### config.mk
export PLATFORM = sky130hd
export DESIGN_NAME = rotary_encoder_count_speed
export DESIGN_NICKNAME = d
export VERILOG_FILES = /design/src/rtl/recs_pkg.sv /design/src/rtl/recs_div.sv /design/src/rtl/rotary_encoder_count_speed.sv
export VERILOG_INCLUDE_DIRS = /design/src /design/src/rtl
export SDC_FILE = /design/constraint.sdc
export NUM_CORES = 1
export LEC_CHECK = 0
export BUFFER_PORTS_ARGS = -buffer_cell sky130_fd_sc_hd__clkbuf_2
export CELL_PAD_IN_SITES_DETAIL_PLACEMENT = 0
export CELL_PAD_IN_SITES_GLOBAL_PLACEMENT = 1
export CORE_AREA = 2 2 211 213
export DETAILED_ROUTE_END_ITERATION = 7
export DIE_AREA = 0 0 213 215
export GPL_TIMING_DRIVEN = 0
export MAX_ROUTING_LAYER = met4
export PLACE_DENSITY_LB_ADDON = 0.1
export REMOVE_ABC_BUFFERS = 1
export SYNTH_ARGS = -nofsm -noshare
export SYNTH_HDL_FRONTEND = slang
export SYNTH_HIERARCHICAL = 1
export SYNTH_SLANG_ARGS = --single-unit
### constraint.sdc
create_clock -name clk -period 4.97 [get_ports clk]
set_clock_uncertainty 0.1 [all_clocks]
set_input_delay 0.994 -clock clk [delete_from_list [all_inputs] [get_ports clk]]
set_output_delay 0.994 -clock clk [all_outputs]
set_load 0.02 [all_outputs]
### src/rtl/rotary_encoder_count_speed_defines.svh
// Assertion macros shared by the encoder block.
`ifndef ROTARY_ENCODER_COUNT_SPEED_DEFINES_SVH
`define ROTARY_ENCODER_COUNT_SPEED_DEFINES_SVH

// Same-cycle implication, checked outside reset.
`define RECS_ASSERT_NOW(label, clk, rst_n, ante, cons) \
    label: assert property (@(posedge clk) disable iff (!rst_n) (ante) |-> (cons)) \
        else $error("encoder block: same-cycle check failed");

// Next-cycle implication, checked outside reset.
`define RECS_ASSERT_NEXT(label, clk, rst_n, ante, cons) \
    label: assert property (@(posedge clk) disable iff (!rst_n) (ante) |=> (cons)) \
        else $error("encoder block: next-cycle check failed");

`endif

### src/rtl/recs_pkg.sv
`default_nettype none

package recs_pkg;

    localparam int TIME_W = 64;
    localparam int CFG_W  = 32;
    localparam int POS_W  = 32;
    localparam int RATE_W = 31;
    localparam int QUO_W  = 30;
    localparam int CNT_W  = 6;

    localparam logic [QUO_W-1:0] NS_PER_SEC     = 30'd1000000000;
    localparam logic [CFG_W-1:0] DEBOUNCE_RESET = 32'd2000000;

    // Status of the serial divider as seen by the sequencer.
    typedef struct packed {
        logic             done;
        logic [QUO_W-1:0] quotient;
    } div_status_t;

endpackage

`default_nettype wire

### src/rtl/recs_div.sv
`default_nettype none

// Restoring divider: 10^9 / divisor, one quotient bit per cycle.
module recs_div (
    input  wire logic                     clk,
    input  wire logic                     rst_n,
    input  wire logic                     start,
    input  wire logic [recs_pkg::QUO_W-1:0] divisor,
    output recs_pkg::div_status_t         status
);

    localparam int STEP_W = $clog2(recs_pkg::QUO_W);
    localparam logic [STEP_W-1:0] LAST_STEP = STEP_W'(recs_pkg::QUO_W - 1);

    logic                       busy_reg, busy_next;
    logic                       done_reg, done_next;
    logic [STEP_W-1:0]          step_reg, step_next;
    logic [recs_pkg::QUO_W-1:0] dsr_reg, dsr_next;
    logic [recs_pkg::QUO_W-1:0] rem_reg, rem_next;
    logic [recs_pkg::QUO_W-1:0] quo_reg, quo_next;

    logic [recs_pkg::QUO_W:0]   rem_sh;
    logic [recs_pkg::QUO_W+1:0] trial;
    logic                       fits;

    always_comb
    begin
        // The dividend bits leave the top of quo_reg as quotient bits enter below.
        rem_sh = {rem_reg, quo_reg[recs_pkg::QUO_W-1]};
        trial  = {1'b0, rem_sh} - {2'b00, dsr_reg};
        fits   = !trial[recs_pkg::QUO_W+1];

        busy_next = busy_reg;
        done_next = 1'b0;
        step_next = step_reg;
        dsr_next  = dsr_reg;
        rem_next  = rem_reg;
        quo_next  = quo_reg;

        if (start)
        begin
            busy_next = 1'b1;
            step_next = '0;
            dsr_next  = divisor;
            rem_next  = '0;
            quo_next  = recs_pkg::NS_PER_SEC;
        end
        else if (busy_reg)
        begin
            rem_next  = fits ? trial[recs_pkg::QUO_W-1:0] : rem_sh[recs_pkg::QUO_W-1:0];
            quo_next  = {quo_reg[recs_pkg::QUO_W-2:0], fits};
            step_next = step_reg + 1'b1;
            if (step_reg == LAST_STEP)
            begin
                busy_next = 1'b0;
                done_next = 1'b1;
            end
        end
    end

    always_ff @(posedge clk or negedge rst_n)
    begin
        if (!rst_n)
        begin
            busy_reg <= 1'b0;
            done_reg <= 1'b0;
            step_reg <= '0;
            dsr_reg  <= '0;
            rem_reg  <= '0;
            quo_reg  <= '0;
        end
        else
        begin
            busy_reg <= busy_next;
            done_reg <= done_next;
            step_reg <= step_next;
            dsr_reg  <= dsr_next;
            rem_reg  <= rem_next;
            quo_reg  <= quo_next;
        end
    end

    assign status.done     = done_reg;
    assign status.quotient = quo_reg;

endmodule

`default_nettype wire

### src/rtl/rotary_encoder_count_speed.sv
// A counted edge passes the bit-serial time subtract, 30 divider steps and ST_FIN,
// which waits for a free output register, before its result word is registered.
// Gaps of 2^30 ns or more skip the divider; bounced or ignored events end after the
// subtract. A new event is taken only in idle; each passes the 64-bit serial subtractor.
// Reset (rst_n, asynchronous, active low): count and last edge time clear to zero,
// the debounce register returns to 2 ms, no result word pending.
`default_nettype none

`include "rotary_encoder_count_speed_defines.svh"

module rotary_encoder_count_speed (
    input  wire logic        clk,
    input  wire logic        rst_n,
    // Configuration: debounce time in nanoseconds.
    input  wire logic        cfg_valid,
    output logic             cfg_ready,
    input  wire logic [31:0] cfg_data,
    // Input events.
    input  wire logic        s_axis_tvalid,
    output logic             s_axis_tready,
    input  wire logic [71:0] s_axis_tdata,  // event_time_ns[63:0], line_a_level[64],
                                            // line_b_level[65], zero[71:66]
    // Results.
    output logic             m_axis_tvalid,
    input  wire logic        m_axis_tready,
    output logic [63:0]      m_axis_tdata   // position_out[31:0], signed_rate[62:32],
                                            // zero[63]
);

    typedef enum logic [1:0] {
        ST_IDLE,
        ST_SUB,
        ST_DIV,
        ST_FIN
    } state_t;

    localparam logic [recs_pkg::CNT_W-1:0] LAST_BIT = '1;
    localparam logic [recs_pkg::CNT_W-1:0] HI_BIT   = recs_pkg::CNT_W'(recs_pkg::QUO_W);
    localparam logic [recs_pkg::QUO_W-1:0] ONE_MAG  = recs_pkg::QUO_W'(1);

    state_t                          state_reg, state_next;
    logic [recs_pkg::CNT_W-1:0]      cnt_reg, cnt_next;
    logic [recs_pkg::CFG_W-1:0]      debounce_reg, debounce_next;
    logic [recs_pkg::TIME_W-1:0]     now_reg, now_next;
    logic [recs_pkg::TIME_W-1:0]     last_reg, last_next;
    logic                            a_reg, a_next;
    logic                            b_reg, b_next;
    logic                            brw_reg, brw_next;
    logic                            cb_reg, cb_next;
    logic                            nz_reg, nz_next;
    logic                            hi_reg, hi_next;
    logic [recs_pkg::QUO_W-1:0]      el_reg, el_next;
    logic [recs_pkg::QUO_W-1:0]      mag_reg, mag_next;
    logic [recs_pkg::POS_W-1:0]      pos_reg, pos_next;
    logic                            ovalid_reg, ovalid_next;
    logic [63:0]                     odata_reg, odata_next;

    logic                            in_acc;
    logic                            out_free;
    logic                            load_out;
    logic                            tbit, lbit, dbit, diff;
    logic                            nz_final, hi_final;
    logic                            div_start;
    logic [recs_pkg::QUO_W-1:0]      div_divisor;
    logic [recs_pkg::RATE_W-1:0]     rate_val;
    recs_pkg::div_status_t           div_status;

    assign cfg_ready     = 1'b1;
    assign s_axis_tready = (state_reg == ST_IDLE);
    assign in_acc        = s_axis_tvalid && s_axis_tready;
    assign out_free      = !ovalid_reg || m_axis_tready;
    assign load_out      = (state_reg == ST_FIN) && out_free;

    // One bit of elapsed = now - last, and of elapsed - debounce, per cycle.
    assign tbit = now_reg[0];
    assign lbit = last_reg[0];
    assign dbit = cnt_reg[recs_pkg::CNT_W-1] ? 1'b0 : debounce_reg[cnt_reg[recs_pkg::CNT_W-2:0]];
    assign diff = tbit ^ lbit ^ brw_reg;

    assign nz_final    = nz_reg | diff;
    assign hi_final    = hi_reg | (diff && (cnt_reg >= HI_BIT));
    assign div_divisor = nz_final ? el_reg : ONE_MAG;

    always_comb
    begin
        state_next    = state_reg;
        cnt_next      = cnt_reg;
        debounce_next = debounce_reg;
        now_next      = now_reg;
        last_next     = last_reg;
        a_next        = a_reg;
        b_next        = b_reg;
        brw_next      = brw_reg;
        cb_next       = cb_reg;
        nz_next       = nz_reg;
        hi_next       = hi_reg;
        el_next       = el_reg;
        mag_next      = mag_reg;
        pos_next      = pos_reg;
        ovalid_next   = ovalid_reg;
        odata_next    = odata_reg;
        div_start     = 1'b0;
        rate_val      = '0;

        if (cfg_valid && cfg_ready)
        begin
            debounce_next = cfg_data;
        end

        if (ovalid_reg && m_axis_tready)
        begin
            ovalid_next = 1'b0;
        end

        unique case (state_reg)
            ST_IDLE:
            begin
                if (in_acc)
                begin
                    now_next   = s_axis_tdata[recs_pkg::TIME_W-1:0];
                    a_next     = s_axis_tdata[64];
                    b_next     = s_axis_tdata[65];
                    cnt_next   = '0;
                    brw_next   = 1'b0;
                    cb_next    = 1'b0;
                    nz_next    = 1'b0;
                    hi_next    = 1'b0;
                    state_next = ST_SUB;
                end
            end

            ST_SUB:
            begin
                // Both time words rotate, so now_reg is whole again at the end of ST_SUB.
                now_next  = {tbit, now_reg[recs_pkg::TIME_W-1:1]};
                last_next = {lbit, last_reg[recs_pkg::TIME_W-1:1]};
                brw_next  = (!tbit && lbit) || (!(tbit ^ lbit) && brw_reg);
                cb_next   = (!diff && dbit) || (!(diff ^ dbit) && cb_reg);
                nz_next   = nz_final;
                hi_next   = hi_final;
                if (cnt_reg < HI_BIT)
                begin
                    el_next = {diff, el_reg[recs_pkg::QUO_W-1:1]};
                end
                cnt_next = cnt_reg + 1'b1;

                if (cnt_reg == LAST_BIT)
                begin
                    if (cb_next)
                    begin
                        // Bounce: keep the time, report nothing.
                        last_next  = {tbit, now_reg[recs_pkg::TIME_W-1:1]};
                        state_next = ST_IDLE;
                    end
                    else if (!a_reg)
                    begin
                        // The final rotation leaves the kept time as it was.
                        state_next = ST_IDLE;
                    end
                    else
                    begin
                        last_next = {tbit, now_reg[recs_pkg::TIME_W-1:1]};
                        if (hi_final)
                        begin
                            // A gap of 2^30 ns or more is slower than one step per second.
                            mag_next   = ONE_MAG;
                            state_next = ST_FIN;
                        end
                        else
                        begin
                            div_start  = 1'b1;
                            state_next = ST_DIV;
                        end
                    end
                end
            end

            ST_DIV:
            begin
                if (div_status.done)
                begin
                    mag_next   = (div_status.quotient == '0) ? ONE_MAG : div_status.quotient;
                    state_next = ST_FIN;
                end
            end

            ST_FIN:
            begin
                if (out_free)
                begin
                    pos_next    = b_reg ? pos_reg + 1'b1 : pos_reg - 1'b1;
                    rate_val    = b_reg ? {1'b0, mag_reg} : -{1'b0, mag_reg};
                    odata_next  = {1'b0, rate_val, pos_next};
                    ovalid_next = 1'b1;
                    state_next  = ST_IDLE;
                end
            end

            default:
            begin
                state_next = ST_IDLE;
            end
        endcase
    end

    always_ff @(posedge clk or negedge rst_n)
    begin
        if (!rst_n)
        begin
            state_reg    <= ST_IDLE;
            cnt_reg      <= '0;
            debounce_reg <= recs_pkg::DEBOUNCE_RESET;
            now_reg      <= '0;
            last_reg     <= '0;
            a_reg        <= 1'b0;
            b_reg        <= 1'b0;
            brw_reg      <= 1'b0;
            cb_reg       <= 1'b0;
            nz_reg       <= 1'b0;
            hi_reg       <= 1'b0;
            el_reg       <= '0;
            mag_reg      <= '0;
            pos_reg      <= '0;
            ovalid_reg   <= 1'b0;
            odata_reg    <= '0;
        end
        else
        begin
            state_reg    <= state_next;
            cnt_reg      <= cnt_next;
            debounce_reg <= debounce_next;
            now_reg      <= now_next;
            last_reg     <= last_next;
            a_reg        <= a_next;
            b_reg        <= b_next;
            brw_reg      <= brw_next;
            cb_reg       <= cb_next;
            nz_reg       <= nz_next;
            hi_reg       <= hi_next;
            el_reg       <= el_next;
            mag_reg      <= mag_next;
            pos_reg      <= pos_next;
            ovalid_reg   <= ovalid_next;
            odata_reg    <= odata_next;
        end
    end

    recs_div u_div (
        .clk     (clk),
        .rst_n   (rst_n),
        .start   (div_start),
        .divisor (div_divisor),
        .status  (div_status)
    );

    assign m_axis_tvalid = ovalid_reg;
    assign m_axis_tdata  = odata_reg;

    `RECS_ASSERT_NOW(a_rate_nonzero, clk, rst_n, m_axis_tvalid, m_axis_tdata[62:32] != '0)
    `RECS_ASSERT_NEXT(a_busy_after_accept, clk, rst_n, in_acc, !s_axis_tready)
    `RECS_ASSERT_NOW(a_div_done_in_div, clk, rst_n, div_status.done, state_reg == ST_DIV)
    `RECS_ASSERT_NEXT(a_pos_only_on_load, clk, rst_n, !load_out, $stable(pos_reg))

endmodule

`default_nettype wire

**Word level (Yosys, flattened, before mapping)**

Cells that the tools add are included.

- Bits in registers: 427
- Input port bits: 109
- Output and inout bits: 67
- Logic and storage cells: 129

- Add/subtract/negate cells: 6
- Magnitude comparators: 3
- Equality and inequality tests: 12
- Multiplexer cells: 54
- Bitwise logic cells: 5
- Reduce and logical (&&, ||, !) cells: 27

Operators by type and width:

| operator | number |
|---|---|
| 30-bit two-way mux | 12 |
| 64-bit two-way mux | 4 |
| 64-bit case mux with 2 select lines | 1 |
| 30-bit case mux with 2 select lines | 1 |
| 32-bit by 1-bit adder with 32-bit output (second input constant) | 1 |
| 32-bit two-way mux | 1 |
| 31-bit by 30-bit subtractor with 32-bit output | 1 |
| 32-bit by 1-bit subtractor with 32-bit output (second input constant) | 1 |
| 31-bit two-way mux | 1 |
| 30-bit negator with 31-bit output | 1 |
| 30-bit zero test | 1 |
| 1-bit two-way mux | 18 |
| 2-bit two-way mux | 6 |
| 6-bit case mux with 2 select lines | 1 |
| 5-bit two-way mux | 2 |
| 2-bit inequality test (second input constant) | 5 |
| 1-bit case mux with 2 select lines | 4 |
| 2-bit case mux with 4 select lines | 1 |
| 2-bit AND reduction | 4 |
| 1-bit logical AND | 7 |
| 6-bit by 1-bit adder with 6-bit output (second input constant) | 1 |
| 6-bit equality test (second input constant) | 1 |
| 6-bit by 5-bit >= comparator with 1-bit output (second input constant) | 1 |
| 1-bit zero test | 6 |
| 16 further kinds | 25 |

**Longest topological paths before layout**

- Depth after elaboration: 11
- Mapped depth: 15

**Hierarchy**

Netlist, hierarchy kept.

By module, submodules not included:

| module | times used | cells each | area an instance (um^2) |
|---|---|---|---|
| rotary_encoder_count_speed | 1 | 1,428 | 14,480.1 |
| recs_div | 1 | 625 | 5,845.6 |

**Worst setup path before layout**

OpenSTA, ideal clock, no wires.

- Path kind: flip-flop to flip-flop
- From: register cnt_reg[0] (netlist bit)
- To: register u_div/quo_reg[12] (netlist bit)
- Setup time: 0.132 ns
- Arrival: 3.915 ns
- Required time: 4.738 ns
- Setup slack: 0.823 ns
- Cell stages (with the launch flop): 15
- Buffers on the path: 4
- Period minus slack after synthesis: 4.147 ns
- Cell sequence: dfrtp_1 -> clkbuf_1 -> mux4_2 -> mux4_2 -> mux2i_1 -> nor2_1 -> ha_1 -> a21o_1 -> nor2_1 -> nand2_1 -> nor4b_1 -> clkbuf_1 -> clkbuf_1 -> clkbuf_1 -> nor2_1

- Cells in the longest elaborated chain, start to end: 11
- Elaborated cells between the ends (all ways): 19
- Those cells by class: 1 x order compare; 1 x eq/ne; 9 x mux; 2 x bitwise; 6 x reduce/logical

Ends and longest elaborated chain:

| item | RTL line | RTL |
|---|---|---|
| start: declaration | rotary_encoder_count_speed.sv:42 | `logic [recs_pkg::CNT_W-1:0] cnt_reg, cnt_next;` |
| start signal: assignment | rotary_encoder_count_speed.sv:230 | `cnt_reg <= cnt_next;` |
| 1-bit binary-select mux with 5-bit select | rotary_encoder_count_speed.sv:77 | `assign dbit = cnt_reg[recs_pkg::CNT_W-1] ? 1'b0 : debounce_reg[cnt_reg[recs_pkg::CNT_W-2:0]];` |
| 1-bit two-way mux (implied by the code) | rotary_encoder_count_speed.sv:77 |  |
| 1-bit two-way mux | rotary_encoder_count_speed.sv:77 |  |
| 1-bit XOR | rotary_encoder_count_speed.sv:138 | `cb_next = (!diff && dbit) \|\| (!(diff ^ dbit) && cb_reg);` |
| 1-bit zero test | rotary_encoder_count_speed.sv:138 |  |
| 1-bit logical AND | rotary_encoder_count_speed.sv:138 |  |
| 1-bit logical OR | rotary_encoder_count_speed.sv:138 |  |
| 1-bit two-way mux | rotary_encoder_count_speed.sv:149 | `if (cb_next)` |
| 1-bit two-way mux * | rotary_encoder_count_speed.sv:147 | `if (cnt_reg == LAST_BIT)` |
| 1-bit two-way mux * | rotary_encoder_count_speed.sv:115 | `unique case (state_reg)` |
| named net div_start | rotary_encoder_count_speed.sv:63 | `logic div_start;` |
| 30-bit two-way mux or 2-bit nonzero test (tied branches) | -- |  |
| end signal: assignment | recs_div.sv:79 | `quo_reg <= quo_next;` |
| end: declaration | recs_div.sv:20 | `logic [recs_pkg::QUO_W-1:0] quo_reg, quo_next;` |

The timed path passes the listed nets; every way through them passes the cells marked *. The select of a mux whose other input is x is not followed.
A chain may end at the register's enable or synchronous reset.

**Worst setup path after layout**

- From: register cnt_reg[0] (netlist bit)
- To: register u_div/dsr_reg[18] (netlist bit)

- Cells in the longest elaborated chain, start to end: 10
- Elaborated cells between the ends (all ways): 17
- Those cells by class: 1 x order compare; 1 x eq/ne; 8 x mux; 2 x bitwise; 5 x reduce/logical

Ends and longest elaborated chain:

| item | RTL line | RTL |
|---|---|---|
| 1-bit binary-select mux with 5-bit select | rotary_encoder_count_speed.sv:77 |  |
| 1-bit two-way mux (implied by the code) | rotary_encoder_count_speed.sv:77 |  |
| 1-bit two-way mux | rotary_encoder_count_speed.sv:77 |  |
| 1-bit XOR | rotary_encoder_count_speed.sv:138 |  |
| 1-bit zero test | rotary_encoder_count_speed.sv:138 |  |
| 1-bit logical AND | rotary_encoder_count_speed.sv:138 |  |
| 1-bit logical OR | rotary_encoder_count_speed.sv:138 |  |
| 1-bit two-way mux | rotary_encoder_count_speed.sv:149 |  |
| 1-bit two-way mux * | rotary_encoder_count_speed.sv:147 |  |
| 1-bit two-way mux * | rotary_encoder_count_speed.sv:115 |  |
| named net div_start | rotary_encoder_count_speed.sv:63 |  |
| end signal: assignment | recs_div.sv:77 | `dsr_reg <= dsr_next;` |
| end: declaration | recs_div.sv:18 | `logic [recs_pkg::QUO_W-1:0] dsr_reg, dsr_next;` |

Marks and branches as above.

==> flow_summary.yaml <==
status:
  status: "complete, no violations"
global_routing:
  grt_util_all_layers_pct: 20.4
  first_global_vias: 14900
  grt_pass1_wl_um: 75300
  grt_max_degree: 112
  antenna_found_initial: 0
  grt_remaining_overflow: 0
detailed_routing:
  wire_per_inst_um: 15.8
  drt-vias-per-instance: 5.34
  drtAntennaViolNets: 0
  wirelength_um: 44300
  drc: 0
  vias: 15000
  first_pass_iters: 5
  drt_iter0_drc: 892
logic_synthesis:
  synthAdderAreaFrac_pct: 4.30
  yosys_register_bits: 395
  synthFlopType: "dfrtp_1"
  synth-xor-area-share_pct: 3.23
  synth_top_area_cell: "dfrtp_1"
  synth_cell_types: 83
  synth-edff-count: 0
  synth_top_family_by_area: "compound AO/OA/AOI/OAI gates"
  syn_inst: 2053
  synth_compound_area_share_pct: 16.4
  syn_area_um2: 20300
  ys_seq_area_share_pct: 48.7
  synth_commonest_cells: "dfrtp_1 (388), nand2_1 (246), nor2_1 (232), o21ai_0 (193), mux2i_1 (103)"
  yosysMostFrequentCell: "dfrtp_1"
  ys_warn_count: 6
  synth.area.top_cells: "dfrtp_1 (48%), mux2i_1 (5.1%), o21ai_0 (4.8%)"
  async_flop_share_pct: 100
  avgSynthCellArea_um2: 9.90
  synth_top_area_share_pct: 47.8
  synth_simple_gate_area_share_pct: 13.9
  synthMuxAreaShare_pct: 9.73
cts:
  htreeDepth: 2
  cts.path.max_buffers: 3
  clock-sinks: 395
  cts-hold-fix-buffers: 0
  clk_pin_slew_worst_paths_ns: 0.06
  cts_buffers: 46
  cts-root-buf: "clkbuf_16"
  cts_tree: "done"
  worstSkewPairLatency_ns: 0.58
sta:
  hold_viol_final: 0
  timing.final.crit_share_pct: 90.5
  max_freq_mhz: 222
  period_minus_slack_ns: 4.50
  rsz0062_at_grt: "false"
  tns_ns: 0
  relSlewSlack_pct: 21.8
  setup_viol: 0
  fin_hold_ws_ns: 0.375
  slew_violations: 0
  worst_slew_pin_slew_ns: 1.17
placed_design:
  gp_congestion: 0.899
  portBuffers: 167
  place_hpwl_um: 30400
  post_dp_cell_area_um2: 21900
critical_path:
  worstRegToRegCells: 14
  crit_required_ns: 5.32
  cp-end-kind: "flop"
  arrival_ns: 4.85
  worstSetupPathType: "flop to flop"
  critPathLaunchType: "flop"
  path_max_fanout: 14
die:
  fp.dieW_um: 213
  dieHeight_um: 215
  top_level_ports: 176
  die_area_um2: 45800
  core_area_um2: 43600
  start_util_pct: 46.6
  rows: 77
power:
  p_switching_w: 0.00578
  leakagePower_nw: 10.5
  p_int_w: 0.00905
  p_clk_share_pct: 23.2
  p_sw_share_pct: 39.0
  power.density_nw_per_um2: 631
  ir_drop_mv: 0.510
  power_frac_comb_pct: 45.8
  seqPwrFrac_pct: 31.0
final_layout:
  final_core_util_pct: 53.9
  design_area_um2: 23500
  diodes: 0
  drive_above_1_share_pct: 18.0
  syn_to_final_growth_pct: 15.6
  n_fill_cell: 3984
  nNetsFinal: 2355
min_path:
  holdPathStages: 2
  hold_class: "flop to flop"
run:
  cap_violations: 0
path summary, 6_finish.rpt:
check | start | end | slack (ns)
setup / recovery | cnt_reg[0] | u_div/dsr_reg[18] | 0.47
hold / removal | m_axis_tdata[33] | m_axis_tdata[33] | 0.37
setup reg to reg | cnt_reg[0] | u_div/dsr_reg[18] | 0.47
hold reg to reg | m_axis_tdata[33] | m_axis_tdata[33] | 0.37
max in group asynchronous | rst_n | cnt_reg[0] | 2.83
min in group asynchronous | rst_n | now_reg[31] | 0.44
through the flow:
| step | instances | power (W) | setup WS, ns |
|---|---|---|---|
| floorplan | 1931 | 0.00946 | -9.95 |
| global placement | 2690 | 0.0109 | -19.39 |
| detailed placement | 2716 | 0.0115 | -0.132 |
| CTS | 2801 | 0.0150 | 0.0178 |
| global route | 2806 | 0.0160 | 0.112 |
| finish | 2806 | 0.0148 | 0.472 |
timing repair:
| item | CTS | global route |
|---|---|---|
| setup endpoints to repair | 3 | 27 |
| resized for setup | 3 | 4 |
| cloned | 1 | 1 |
| buffers inserted | 0 | 4 |
logic make-up (layout without fill, tap and decap cells):
family,Yosys count,count (layout)
AND/OR/NAND/NOR,639,639
AO/OA/AOI/OAI,520,520
flip-flops,395,395
multiplexers,177,177
buffers and inverters,177,338
XOR/XNOR,75,75
adder cells (fa/ha/maj),68,68
other,2,2
metal layers:
| layer | part of all wire [%] | wire (µm) | vias up | global-route usage, % |
|---|---|---|---|---|
| li1 | - | - | 7515 | - |
| met4 | 2.1 | 950 | 0 | 5.57 |
| met1 | 48 | 21200 | 7193 | 27.9 |
| met3 | 3.0 | 1330 | 68 | 2.54 |
| met2 | 47 | 20800 | 202 | 32.1 |
| met5 | 0 | 0 | - | - |
power by group through the flow:
stage | registers [W] | clock network, W | logic [W]
6_report | 0.00460 | 0.00344 | 0.00679
2_1_floorplan | 0.00468 | 0 | 0.00478
4_1_cts | 0.00461 | 0.00356 | 0.00684
5_1_grt | 0.00472 | 0.00369 | 0.00761
3_3_place_gp | 0.00462 | 0 | 0.00629
3_5_place_dp | 0.00466 | 0 | 0.00681
area by class of cell:
cell class / instances / area, µm² / area share (%)
timing repair buffer: 197 / 1340 / 5.69
multi-input combinational: 1481 / 9740 / 41.4
clock buffer: 71 / 1370 / 5.81
inverter: 55 / 214 / 0.910
sequential: 395 / 9900 / 42.1
tap: 592 / 741 / 3.15
timing repair inverter: 2 / 15.0 / 0.0639
clock inverter: 13 / 193 / 0.820
worst max-delay path, stage by stage, from the launching register on:
cell and delay, ns:
dfrtp_2 0.60, mux4_2 0.56, mux4_2 0.48, mux2i_1 0.18, nor2_1 0.09, ha_1 0.30, a21o_1 0.19, nor2_1 0.18
nand2_1 0.15, nor4b_4 0.58, buf_4 0.30, buf_6 0.16, buf_4 0.19, buf_4 0.20, o21ai_0 0.10
placed cells by master, fill, tap and decap left out, types with 11 or more instances in the layout:
cell type,count
nor2b_1,42
buf_4,12
xor2_1,29
o21a_1,13
o22ai_1,60
ha_1,65
a211oi_1,19
mux2_2,64
nand4_1,21
xnor2_1,46
dfrtp_1,385
a22o_1,31
a21oi_1,81
a31oi_1,13
clkbuf_1,14
clkbuf_16,47
clkbuf_2,166
clkbuf_8,11
o21ai_0,192
nand2_1,244
nor4_1,12
inv_1,53
nor2_1,230
a21o_1,21
mux2i_1,103
and3_1,11
nor3_1,16
Note: power is estimated with default switching activity, not from simulation.
